[config.mk]
export PLATFORM = sky130hd
export DESIGN_NAME = binary_to_decimal_ascii
export DESIGN_NICKNAME = d
export VERILOG_FILES = /design/src/design/b2da_pkg.sv /design/src/design/b2da_ctrl.sv /design/src/design/b2da_dp.sv /design/src/design/binary_to_decimal_ascii.sv
export SDC_FILE = /design/constraint.sdc
export NUM_CORES = 1
export LEC_CHECK = 0
export BUFFER_PORTS_ARGS = -buffer_cell sky130_fd_sc_hd__buf_2
export CAP_MARGIN = 10
export CORE_MARGIN = 8
export CORE_UTILIZATION = 30
export DETAILED_ROUTE_END_ITERATION = 10
export PLACE_DENSITY_LB_ADDON = 0.08
export SLEW_MARGIN = 20
export SYNTH_ARGS = -nofsm -noshare
export SYNTH_HDL_FRONTEND = slang
export SYNTH_SLANG_ARGS = --single-unit
[constraint.sdc]
create_clock -name clk -period 3.2 [get_ports clk]
set_input_delay 0.64 -clock clk [delete_from_list [all_inputs] [get_ports clk]]
set_output_delay 0.64 -clock clk [all_outputs]
set_load 0.005 [all_outputs]
[src/design/b2da_pkg.sv]
`default_nettype none
// ----------------------------------------------------------------------------
// b2da_pkg
// Shared types and constants for the binary to decimal ASCII formatter.
// ----------------------------------------------------------------------------
package b2da_pkg;

  localparam int unsigned CHAR_W  = 6;
  localparam int unsigned DIGIT_W = 4;

  localparam logic [CHAR_W-1:0] CHAR_MINUS = 6'd45;
  localparam logic [CHAR_W-1:0] CHAR_ZERO  = 6'd48;

  typedef struct packed {
    logic load;
    logic shift;
    logic find;
    logic advance;
  } b2da_cmd_t;

  typedef struct packed {
    logic shift_done;
    logic last_char;
  } b2da_sts_t;

endpackage : b2da_pkg
`default_nettype wire

[src/design/b2da_ctrl.sv]
`default_nettype none
// ----------------------------------------------------------------------------
// b2da_ctrl
// Controller: sequences load, bit-serial conversion, leading digit search
// and character emission for one item at a time.
// ----------------------------------------------------------------------------
module b2da_ctrl
  import b2da_pkg::*;
(
  input  wire logic      clk,
  input  wire logic      rst_n,
  input  wire logic      in_valid,
  output logic           in_stall,
  output logic           out_valid,
  input  wire logic      out_stall,
  input  wire b2da_sts_t sts,
  output b2da_cmd_t      cmd
);

  typedef enum logic [3:0] {
    ST_IDLE = 4'b0001,
    ST_CONV = 4'b0010,
    ST_FIND = 4'b0100,
    ST_EMIT = 4'b1000
  } state_t;

  state_t state_r, state_nxt;

  always_comb begin
    cmd         = '0;
    state_nxt   = state_r;
    unique case (state_r)
      ST_IDLE: begin
        if (in_valid) begin
          cmd.load  = 1'b1;
          state_nxt = ST_CONV;
        end
      end
      ST_CONV: begin
        cmd.shift = 1'b1;
        if (sts.shift_done) begin
          state_nxt = ST_FIND;
        end
      end
      ST_FIND: begin
        cmd.find  = 1'b1;
        state_nxt = ST_EMIT;
      end
      ST_EMIT: begin
        if (!out_stall) begin
          cmd.advance = 1'b1;
          if (sts.last_char) begin
            state_nxt = ST_IDLE;
          end
        end
      end
      default: begin
        state_nxt = ST_IDLE;
      end
    endcase
  end

  always_ff @(posedge clk) begin
    if (!rst_n) begin
      state_r <= ST_IDLE;
    end else begin
      state_r <= state_nxt;
    end
  end

  assign in_stall  = (state_r != ST_IDLE);
  assign out_valid = (state_r == ST_EMIT);

endmodule : b2da_ctrl
`default_nettype wire

[src/design/b2da_dp.sv]
`default_nettype none
// ----------------------------------------------------------------------------
// b2da_dp
// Datapath: magnitude register, shift-and-add-3 BCD digit register,
// leading digit search and character selection.
// ----------------------------------------------------------------------------
module b2da_dp
  import b2da_pkg::*;
#(
  parameter int unsigned VALUE_WIDTH = 32
) (
  input  wire logic                   clk,
  input  wire logic [VALUE_WIDTH-1:0] in_value,
  input  wire logic                   in_is_signed,
  input  wire b2da_cmd_t              cmd,
  output b2da_sts_t                   sts,
  output logic [CHAR_W-1:0]           out_character,
  output logic                        out_last
);

  localparam int unsigned NDIG = (VALUE_WIDTH * 30103) / 100000 + 1;
  localparam int unsigned IDXW = (NDIG > 1) ? $clog2(NDIG) : 1;
  localparam int unsigned CNTW = $clog2(VALUE_WIDTH);

  logic [VALUE_WIDTH-1:0] mag_r;
  logic [DIGIT_W-1:0]     bcd_r [NDIG];
  logic [DIGIT_W-1:0]     bcd_nxt [NDIG];
  logic [DIGIT_W-1:0]     adj [NDIG];
  logic [CNTW-1:0]        bitcnt_r;
  logic [IDXW-1:0]        idx_r;
  logic [IDXW-1:0]        msd;
  logic                   sign_pend_r;
  logic                   neg;
  logic [VALUE_WIDTH-1:0] mag_in;

  assign neg    = in_is_signed & in_value[VALUE_WIDTH-1];
  assign mag_in = neg ? (~in_value + {{(VALUE_WIDTH-1){1'b0}}, 1'b1}) : in_value;

  always_comb begin
    for (int i = 0; i < NDIG; i++) begin
      adj[i] = (bcd_r[i] >= 4'd5) ? (bcd_r[i] + 4'd3) : bcd_r[i];
    end
    bcd_nxt[0] = {adj[0][2:0], mag_r[VALUE_WIDTH-1]};
    for (int i = 1; i < NDIG; i++) begin
      bcd_nxt[i] = {adj[i][2:0], adj[i-1][3]};
    end
  end

  always_comb begin
    msd = '0;
    for (int i = 0; i < NDIG; i++) begin
      if (bcd_r[i] != '0) begin
        msd = IDXW'(i);
      end
    end
  end

  always_ff @(posedge clk) begin
    if (cmd.load) begin
      mag_r       <= mag_in;
      sign_pend_r <= neg;
      bitcnt_r    <= CNTW'(VALUE_WIDTH - 1);
      for (int i = 0; i < NDIG; i++) begin
        bcd_r[i] <= '0;
      end
    end else if (cmd.shift) begin
      mag_r    <= {mag_r[VALUE_WIDTH-2:0], 1'b0};
      bitcnt_r <= bitcnt_r - 1'b1;
      for (int i = 0; i < NDIG; i++) begin
        bcd_r[i] <= bcd_nxt[i];
      end
    end
    if (cmd.find) begin
      idx_r <= msd;
    end else if (cmd.advance) begin
      if (sign_pend_r) begin
        sign_pend_r <= 1'b0;
      end else begin
        idx_r <= idx_r - 1'b1;
      end
    end
  end

  assign sts.shift_done = (bitcnt_r == '0);
  assign sts.last_char  = !sign_pend_r && (idx_r == '0);

  assign out_character = sign_pend_r ? CHAR_MINUS
                                     : (CHAR_ZERO | {2'b00, bcd_r[idx_r]});
  assign out_last      = sts.last_char;

endmodule : b2da_dp
`default_nettype wire

[src/design/binary_to_decimal_ascii.sv]
`default_nettype none
// ----------------------------------------------------------------------------
// binary_to_decimal_ascii
// Formats one binary word, signed or unsigned, as decimal ASCII text.
//
// The input channel takes in_value and in_is_signed. The result channel
// returns an item's characters, most significant first, with out_last on
// the final character. A negative signed value begins with '-'.
// One item is processed at a time. After an input item is accepted, the
// shift-and-add-3 converter takes in all VALUE_WIDTH bits, one bit per
// cycle, then a search state finds the leading digit, after which the
// characters follow one per cycle while out_stall is low. An item has at
// most 11 characters at the default width.
// in_stall is high from acceptance until the last character is taken.
// When the receiver raises out_stall, the current character holds.
// Reset returns the controller to idle and drops any item in progress.
// ----------------------------------------------------------------------------
module binary_to_decimal_ascii
  import b2da_pkg::*;
#(
  parameter int unsigned VALUE_WIDTH = 32
) (
  input  wire logic                   clk,
  input  wire logic                   rst_n,
  input  wire logic                   in_valid,
  output logic                        in_stall,
  input  wire logic [VALUE_WIDTH-1:0] in_value,
  input  wire logic                   in_is_signed,
  output logic                        out_valid,
  input  wire logic                   out_stall,
  output logic [CHAR_W-1:0]           out_character,
  output logic                        out_last
);

  b2da_cmd_t cmd;
  b2da_sts_t sts;

  b2da_ctrl u_ctrl (
    .clk       (clk),
    .rst_n     (rst_n),
    .in_valid  (in_valid),
    .in_stall  (in_stall),
    .out_valid (out_valid),
    .out_stall (out_stall),
    .sts       (sts),
    .cmd       (cmd)
  );

  b2da_dp #(
    .VALUE_WIDTH (VALUE_WIDTH)
  ) u_dp (
    .clk           (clk),
    .in_value      (in_value),
    .in_is_signed  (in_is_signed),
    .cmd           (cmd),
    .sts           (sts),
    .out_character (out_character),
    .out_last      (out_last)
  );

`ifndef SYNTHESIS
  a_last_ends_item: assert property (@(posedge clk) disable iff (!rst_n)
    (out_valid && !out_stall && out_last) |=> !out_valid)
    else $error("Output still valid after the last character was taken.");

  a_no_accept_while_emitting: assert property (@(posedge clk) disable iff (!rst_n)
    out_valid |-> in_stall)
    else $error("Input accepted while characters are pending.");

  a_digit_after_minus: assert property (@(posedge clk) disable iff (!rst_n)
    (out_valid && !out_stall && out_character == CHAR_MINUS)
      |=> (out_valid && out_character != CHAR_MINUS))
    else $error("Minus sign not followed by a digit.");

  a_accept_starts_conversion: assert property (@(posedge clk) disable iff (!rst_n)
    (in_valid && !in_stall) |=> (!out_valid && in_stall))
    else $error("Conversion did not start after an accepted item.");
`endif

endmodule : binary_to_decimal_ascii
`default_nettype wire

==> results.py, run 1 <==
metrics = {
    "worst_setup_path": {
        "path_class": "flop to output pin",
        "arrival_ps": 2110,
        "end_kind": "output pin",
        "required_ps": 2560,
        "critPathMaxFanout": 7,
        "start_kind": "flop",
    },
    "cells_and_area": {
        "drive_gt1_share_pct": 15.2,
        "area_delta_synth_final_pct": 14.2,
        "antenna_cells": 0,
        "finalNetCount": 653,
        "instances_no_fill": 826,
    },
    "pwr": {
        "pwr-share-clk_pct": 34.1,
        "cellLeakagePower_uw": 0.00234,
        "switching_share_pct": 27.6,
        "p_per_area_nw_per_um2": 494,
        "p_comb_share_pct": 16.7,
        "p_int_uw": 2240,
        "p_sw_uw": 851,
        "irDropWorstVdd_v": 0.000277,
        "seqPwrFrac_pct": 49.2,
    },
    "timing": {
        "skew_ps": 4.91,
        "period_needed_ps": 2750,
        "final_hold_viol_count": 0,
        "fmax_mhz": 363,
        "slew_headroom_pct": 48.0,
        "setup_tns_ps": 0,
        "period_share_pct": 86.0,
        "worstMarginPinSlew_ps": 769,
        "maxSlewViolCount": 0,
        "finalSetupViolCount": 0,
        "rsz0062_at_grt": "false",
    },
    "floorplanning": {
        "die_w_um": 151,
        "core_region_area_um2": 17900,
        "ios": 46,
        "placementRows": 49,
        "die_y_um": 151,
        "dieArea_um2": 22800,
        "start_util_pct": 30.6,
    },
    "routing": {
        "drt_wl_total_um": 12200,
        "vias": 4051,
        "vias_per_cell": 4.90,
        "wl_per_cell_um": 14.8,
        "wl_met2_um": 5690,
        "wl_met3_um": 399,
        "dr.pass1.iters": 4,
        "first_iter_violations": 161,
        "drc": 0,
        "routed.top_layer": "met4",
        "wl_met1_um": 5940,
        "detail-route-antenna-nets": 0,
    },
    "cts": {
        "numCtsBuffers": 9,
        "numClockSinks": 90,
        "cts_tree": "built",
        "clk_latency_ps": 340,
        "cts_resized": 0,
        "clk_pin_slew_worst_paths_ps": 60,
        "postCtsHoldBufs": 0,
        "post_cts_buffers": 0,
        "cts.path.max_buffers": 2,
        "root_buffer": "clkbuf_16",
        "cts_max_level": 3,
    },
    "run_status": {
        "status": "finished clean",
    },
    "yosys": {
        "yosysTopAreaCell": "edfxtp_1",
        "async_reset_ff_share_pct": 0,
        "synth_cell_type_count": 52,
        "yosysWarnings": 0,
        "synth.avg_cell_area_um2": 9.93,
        "ys_seq_area_share_pct": 46.8,
        "syn-num-nets": 612,
        "netlist_area_um2": 5470,
        "synth_top_area_share_pct": 41.7,
        "synth_area_leaders": "edfxtp_1, ha_1, xor2_1",
        "synth_edf_count": 76,
        "syn_inst": 551,
        "ys_ff_latch": 90,
        "synthFlopType": "edfxtp_1",
    },
    "global_route": {
        "grt_usage_pct": 11.4,
        "grt_pass1_vias": 4007,
        "grt_pass1_wl_um": 20400,
        "grt_antenna_before_repair": 0,
        "grt-ovfl-total": 0,
        "grt_max_degree": 73,
    },
    "place": {
        "portBuffers": 44,
        "post-place-cells": 810,
        "dp_hpwl_um": 8780,
        "gp_congestion": 0.733,
    },
    "min_path": {
        "hold_path_class": "flop to flop",
    },
    "flow_run": {
        "cap_violations": 0,
    },
}
-- path summary, 6_finish.rpt --
| check | endpoint | start | slack (ps) | cells after the start |
|---|---|---|---|---|
| min reg2reg | u_dp.bitcnt_r[4] | u_dp.bitcnt_r[4] | 500 | 2 |
| min | u_dp.bitcnt_r[4] | u_dp.bitcnt_r[4] | 500 | 2 |
| max reg2reg | u_dp.idx_r[2] | u_dp.bcd_r[7][0] | 720 | 7 |
| max | out_character[0] | flop | 450 | 5 |
-- synth_stat cells, types with 7 or more instances --
library cell	number
edfxtp_1	76
nand2b_1	11
inv_1	31
nand2_1	69
xnor2_1	21
o31ai_1	8
o21ai_0	42
xor2_1	33
clkbuf_1	15
nor2_1	56
dfxtp_1	14
mux4_2	8
mux2i_1	7
nor3_1	14
ha_1	24
a21oi_1	37
-- critical path: stages, from the launching register on --
cell and delay, ps:
dfxtp_1 530, buf_4 250, mux4_2 530, mux2i_1 180, a22oi_1 130, buf_2 150
-- power groups by stage --
stage	logic, uW	clock network [uW]	registers (uW)
after global routing	593	1140	1540
final	515	1050	1520
after CTS	527	1090	1520
after detailed placement	524	0	1540
after floorplan	380	0	1510
after global placement	515	0	1540
-- stage by stage --
step | area (um^2) | hold WS [ps] | power [uW] | utilization (%) | setup WS, ps
6_report | 6250 | 499 | 3090 | 34.9 | 447
5_1_grt | 6250 | 524 | 3270 | 34.9 | 326
4_1_cts | 6250 | 503 | 3140 | 34.9 | 383
3_5_place_dp | 5960 | 491 | 2070 | 33.3 | 456
3_3_place_gp | 5960 | 479 | 2060 | 33.3 | 470
2_1_floorplan | 5470 | 459 | 1890 | - | 508
-- flip-flops by register name, indices dropped and copies added (netlist names), named ones only --
signal            flops
u_ctrl.state_r        4
u_dp.bcd_r           40
u_dp.bitcnt_r         5
u_dp.idx_r            4
u_dp.mag_r           32
u_dp.sign_pend_r      1
-- routing by layer --
| metal | track usage (%) | vias up |
|---|---|---|
| met2 | 18.1 | 61 |
| met5 | 0 | - |
| met4 | 3.66 | 0 |
| met3 | 3.11 | 13 |
| met1 | 14.7 | 1932 |
| li1 | - | 2045 |
-- cell type report --
| class | instances | area (um^2) |
|---|---|---|
| clock buffer | 10 | 229 |
| clock inverter | 6 | 57.6 |
| fill | 1845 | 11700 |
| inverter | 31 | 116 |
| multi-input combinational | 408 | 2700 |
| sequential | 90 | 2560 |
| tap | 229 | 287 |
| timing repair buffer | 52 | 293 |
-- layout by cell type, fill, tap and decap left out, drive strengths merged, types with 2 or more instances in the layout --
master	synthesis	routed
nor3	14	14
a211oi	2	2
a21oi	37	37
o31ai	9	9
o41ai	7	7
clkbuf	15	10
o211ai	3	3
nand2b	11	11
or3	2	2
nand3	6	6
nor2b	3	3
inv	31	31
clkinv	0	4
nor2	56	56
and2	4	4
edfxtp	76	76
o21ai	46	46
or4	5	5
nor3b	5	5
buf	7	52
xor2	33	33
mux4	8	8
a31oi	3	3
mux2i	7	7
dfxtp	14	14
xnor2	21	21
or3b	3	3
nor4	3	3
nand4	2	2
or4b	3	3
ha	24	24
nor4b	6	6
a22oi	4	4
nand2	69	69
-- kinds of logic (layout without fill, tap and decap cells) --
family | after synthesis | in the layout | synth area share, %
xor+xnor | 54 | 54 | 8.65
buf+inv | 53 | 99 | 3.84
simple gates | 194 | 194 | 17.0
flops | 90 | 90 | 46.8
compound gates | 119 | 119 | 13.3
other cells | 1 | 1 | 0.0686
mux | 16 | 16 | 4.78
fa+ha+maj | 24 | 24 | 5.49
Power figures use the tool's default switching activity.
==> inputs of run 2 (changes only) <==
clock period = 2.55 ns   (was 3.2 ns; I/O delays follow)
==> results.py, run 2 (synthesis results as in run 1) <==
metrics = {
    "cts": {
        "clk_latency_ps": 350,
        "numCtsBuffers": 9,
        "clk_pin_slew_worst_paths_ps": 70,
        "root_buffer": "clkbuf_16",
        "numClockSinks": 90,
        "post_cts_buffers": 0,
        "cts_resized": 0,
        "cts_tree": "built",
        "cts.path.max_buffers": 2,
        "cts_max_level": 3,
        "postCtsHoldBufs": 0,
    },
    "floorplanning": {
        "dieArea_um2": 22800,
        "core_region_area_um2": 17900,
        "start_util_pct": 30.6,
        "placementRows": 49,
        "die_y_um": 151,
        "die_w_um": 151,
        "ios": 46,
    },
    "worst_setup_path": {
        "path_class": "flop to output pin",
        "end_kind": "output pin",
        "crit_chain": "mux4_2 > a211oi_1 > a211oi_1 > buf_2",
        "crit_family": "multiplexers",
        "crit_top_cell": "a211oi_1",
        "worst-path-buf-inv": 1,
        "cpPeakStageDelay_ps": 570,
        "arrival_ps": 1940,
        "critPathMaxFanout": 5,
        "start_kind": "flop",
        "required_ps": 2040,
        "cp_slowest_cell": "mux4_2",
    },
    "global_route": {
        "grt_antenna_before_repair": 0,
        "grt_usage_pct": 11.6,
        "grt_max_degree": 61,
        "grt_pass1_wl_um": 20800,
        "grt-ovfl-total": 0,
        "grt_pass1_vias": 4054,
    },
    "cells_and_area": {
        "regMostFlops": "u_dp.bcd_r",
        "area_delta_synth_final_pct": 17.2,
        "final_common_cell": "edfxtp_1",
        "largest_register_ff_count": 40,
        "drive_gt1_share_pct": 17.5,
        "antenna_cells": 0,
        "layout_common_cells": "edfxtp_1, nand2_1, nor2_1",
        "finalNetCount": 666,
        "largestRegisters": "u_dp.bcd_r: 40 flops, u_dp.mag_r: 32 flops, u_dp.bitcnt_r: 5 flops",
    },
    "pwr": {
        "p_per_area_nw_per_um2": 620,
        "irDropWorstVdd_v": 0.000339,
        "cellLeakagePower_uw": 0.00243,
        "finalPower_uw": 3970,
    },
    "timing": {
        "final_hold_viol_count": 0,
        "worstMarginPinSlew_ps": 703,
        "skew_ps": 7.98,
        "slew_headroom_pct": 52.4,
        "rsz0062_at_grt": "false",
        "period_needed_ps": 2450,
        "setup_tns_ps": 0,
        "fmax_mhz": 408,
        "setup_slack_ps": 98.5,
        "period_share_pct": 96.1,
        "maxSlewViolCount": 0,
        "finalSetupViolCount": 0,
    },
    "routing": {
        "vias_per_cell": 4.84,
        "dr.pass1.iters": 4,
        "drc": 0,
        "first_iter_violations": 244,
        "drt_wl_total_um": 12500,
        "detail-route-antenna-nets": 0,
        "wl_per_cell_um": 14.9,
        "vias": 4061,
    },
    "min_path": {
        "hold_path_class": "input port to flop",
    },
    "place": {
        "post-place-ws_ps": -30.0,
        "portBuffers": 44,
        "gp_congestion": 0.750,
        "dp_hpwl_um": 9260,
    },
    "flow_run": {
        "cap_violations": 0,
    },
    "run_status": {
        "status": "finished clean",
    },
}
==> run 2: cell count changes in the layout (fill, tap and decap cells not counted), moves of 2 or more <==
| cell | delta |
|---|---|
| buf_4 | +11 |
| buf_12 | +2 |
| clkbuf_16 | +2 |
| clkinv_2 | -2 |
==> run 2: metrics by stage <==
stage                     utilization, %  cells  instance area, um^2  hold WS [ps]
after floorplan                        -    551                 5480           459
after global placement              34.0    823                 6090           476
after detailed placement            34.0    823                 6090           487
after CTS                           35.7    839                 6400           374
after global routing                35.8    839                 6410           381
final                               35.8    839                 6410           391
==> run 2: layout make-up <==
type                            instances  area (um^2)
Fill cell                            1848        11500
Multi-Input combinational cell        408         2720
Clock inverter                          3         16.3
Tap cell                              229          287
Timing Repair Buffer                   65          415
Clock buffer                           13          293
Inverter                               31          116
Sequential cell                        90         2560
==> run 2: metal layers <==
layer / vias up / part of all wire [%] / track usage (%)
met5: - / 0 / 0
met4: 0 / 2.3 / 5.54
met3: 15 / 2.4 / 2.27
met2: 53 / 45 / 18.1
met1: 1913 / 50 / 15.2
li1: 2080 / - / -
==> run 2: where the power goes <==
part	internal (uW)	switching, uW
registers	1790	116
clock network	805	583
logic	287	394
total	2880	1090
==> run 2: worst paths after layout <==
path / startpoint / slack [ps] / end / cells past startpoint
worst max-delay path: flop / 100 / out_character[1] / 4
worst max register to register: u_dp.bcd_r[7][0] / 310 / u_dp.idx_r[2] / 7
worst min-delay path: rst_n / 390 / u_ctrl.state_r[1] / 2
worst min register to register: u_dp.bitcnt_r[4] / 490 / u_dp.bitcnt_r[4] / 2
==> inputs of run 3 (changes only) <==
CORE_ASPECT_RATIO = 0.8   (was default)
clock period = 2 ns   (was 2.55 ns; I/O delays follow)
==> results.py, run 3 (synthesis results as in run 1) <==
metrics = {
    "run_status": {
        "status": "complete, but fails checks",
        "violations": "negative setup slack",
    },
    "pwr": {
        "pwr-share-clk_pct": 31.6,
        "p_sw_uw": 1490,
        "irDropWorstVdd_v": 0.000428,
        "switching_share_pct": 28.6,
        "cellLeakagePower_uw": 0.00294,
        "p_int_uw": 3730,
        "seqPwrFrac_pct": 45.9,
        "p_comb_share_pct": 22.5,
        "p_per_area_nw_per_um2": 701,
    },
    "cts": {
        "clk_pin_slew_worst_paths_ps": 70,
        "root_buffer": "clkbuf_16",
        "numCtsBuffers": 9,
        "clk_latency_ps": 350,
        "cts_max_level": 3,
        "cts.path.max_buffers": 2,
        "cts_tree": "built",
        "numClockSinks": 90,
    },
    "cells_and_area": {
        "largestRegisters": "u_dp.bcd_r: 40 flops, u_dp.mag_r: 32 flops, u_dp.bitcnt_r: 5 flops",
        "regMostFlops": "u_dp.bcd_r",
        "final_common_cell": "buf_4",
        "finalNetCount": 763,
        "fin_area_um2": 7440,
        "fill_cells": 1712,
        "layout_common_cells": "buf_4, edfxtp_1, nand2_1",
        "largest_register_ff_count": 40,
        "drive_gt1_share_pct": 34.2,
        "antenna_cells": 0,
        "area_delta_synth_final_pct": 36.1,
    },
    "timing": {
        "slew_headroom_pct": 64.9,
        "worstMarginPinSlew_ps": 526,
        "rsz0062_at_grt": "true",
        "setup_slack_ps": -265,
        "fmax_mhz": 441,
        "hold_ws_ps": 284,
        "skew_ps": 8.37,
        "period_share_pct": 113,
        "maxSlewViolCount": 0,
        "setup_tns_ps": -1090,
        "final_hold_viol_count": 0,
        "finalSetupViolCount": 11,
        "period_needed_ps": 2270,
    },
    "global_route": {
        "grt_pass1_wl_um": 22400,
        "grt_antenna_before_repair": 0,
        "grt-ovfl-total": 0,
        "grt_usage_pct": 12.2,
        "grt_max_degree": 61,
        "grt_pass1_vias": 4404,
    },
    "floorplanning": {
        "die_w_um": 167,
        "dieArea_um2": 22800,
        "die_y_um": 137,
        "core_region_area_um2": 18000,
        "placementRows": 44,
        "start_util_pct": 30.4,
        "ios": 46,
    },
    "routing": {
        "drc": 0,
        "wl_per_cell_um": 14.5,
        "dr.pass1.iters": 4,
        "drt_wl_total_um": 13600,
        "detail-route-antenna-nets": 0,
        "first_iter_violations": 199,
        "vias": 4423,
        "vias_per_cell": 4.72,
    },
    "worst_setup_path": {
        "r2r_cells": 7,
        "required_ps": 1600,
        "start_kind": "flop",
        "cp_slowest_cell": "mux4_2",
        "worstSetupStartpoint": "u_dp.bcd_r[2][0]",
        "r2r_setup_slack_ps": -10,
        "crit_end": "out_character[0]",
        "r2r_end": "u_dp.idx_r[2]",
        "end_kind": "output pin",
        "arrival_ps": 1870,
        "critPathMaxFanout": 2,
        "cpPeakStageDelay_ps": 500,
        "path_class": "flop to output pin",
        "crit_chain": "buf_6 > mux4_2 > mux2i_4 > a22oi_2 > buf_2",
        "rr_startpoint": "u_dp.bcd_r[7][1]",
    },
    "place": {
        "place_area_um2": 6770,
        "post-place-ws_ps": -488,
        "portBuffers": 44,
        "gp_congestion": 0.797,
        "dp_hpwl_um": 9920,
    },
    "flow_run": {
        "cap_violations": 0,
    },
    "min_path": {
        "hold_path_class": "input port to flop",
    },
}
-- run 3: cell types whose count changed in the layout (fill, tap and decap cells not counted), sizes merged --
cell      delta
buf         +97
clkbuf       -2
clkinv       -2
clkinvlp     +2
inv          +2
-- run 3: worst max-delay path: cells and delay by family (launching register included) --
kind            cells  cell delay (ps)
buf+inv             2              280
compound gates      1              110
flops               1              430
mux                 2              700
-- run 3: power by group through the flow --
| stage | Sequential (uW) | Combinational [uW] | Clock (uW) |
|---|---|---|---|
| 2_1_floorplan | 2410 | 623 | 0 |
| 3_3_place_gp | 2440 | 1060 | 0 |
| 3_5_place_dp | 2440 | 1080 | 0 |
| 4_1_cts | 2400 | 1150 | 1710 |
| 5_1_grt | 2420 | 1320 | 1780 |
| 6_report | 2400 | 1180 | 1650 |
-- run 3: how the worst min path moves through the flow --
| stage | cells past startpoint | end | from | slack, ps |
|---|---|---|---|---|
| finish | 2 | u_ctrl.state_r[1] | rst_n | 280 |
| global placement | 2 | u_dp.bitcnt_r[4] | u_dp.bitcnt_r[4] | 470 |
| global route | 2 | u_ctrl.state_r[1] | rst_n | 290 |
| floorplan | 2 | u_dp.bitcnt_r[4] | u_dp.bitcnt_r[4] | 460 |
| CTS | 2 | u_ctrl.state_r[1] | rst_n | 270 |
| detailed placement | 2 | u_dp.bitcnt_r[4] | u_dp.bitcnt_r[4] | 480 |
-- run 3: cell type report --
cell class / instances / area [um^2] / area share (%)
Tap cell: 230 / 288 / 3.87
Clock inverter: 5 / 36.3 / 0.487
Inverter: 31 / 119 / 1.60
Multi-Input combinational cell: 408 / 3000 / 40.2
Sequential cell: 90 / 2570 / 34.5
Timing Repair Buffer: 162 / 1190 / 16.1
Clock buffer: 11 / 243 / 3.26
-- run 3: through the flow --
step           std cells  util, %  total power (uW)
2_1_floorplan        551        -              3030
3_3_place_gp         907     37.6              3500
3_5_place_dp         907     37.6              3520
4_1_cts              932     40.4              5260
5_1_grt              937     41.4              5520
6_report             937     41.4              5220
-- run 3: what timing repair did --
item / 4_1_cts / 5_1_grt
hold buffers: 0 / 0
buffers inserted: 10 / 6
resized for setup: 39 / 29
endpoints found under the setup margin: 16 / 23
pin swaps: 16 / 13
-- run 3: layer usage --
| layer | vias to the layer above | track usage, % | routed length [um] |
|---|---|---|---|
| li1 | 2275 | - | - |
| met1 | 2095 | 16.7 | 6970 |
| met2 | 41 | 19.1 | 6100 |
| met3 | 12 | 2.36 | 326 |
| met4 | 0 | 3.74 | 159 |
| met5 | - | 0 | 0 |
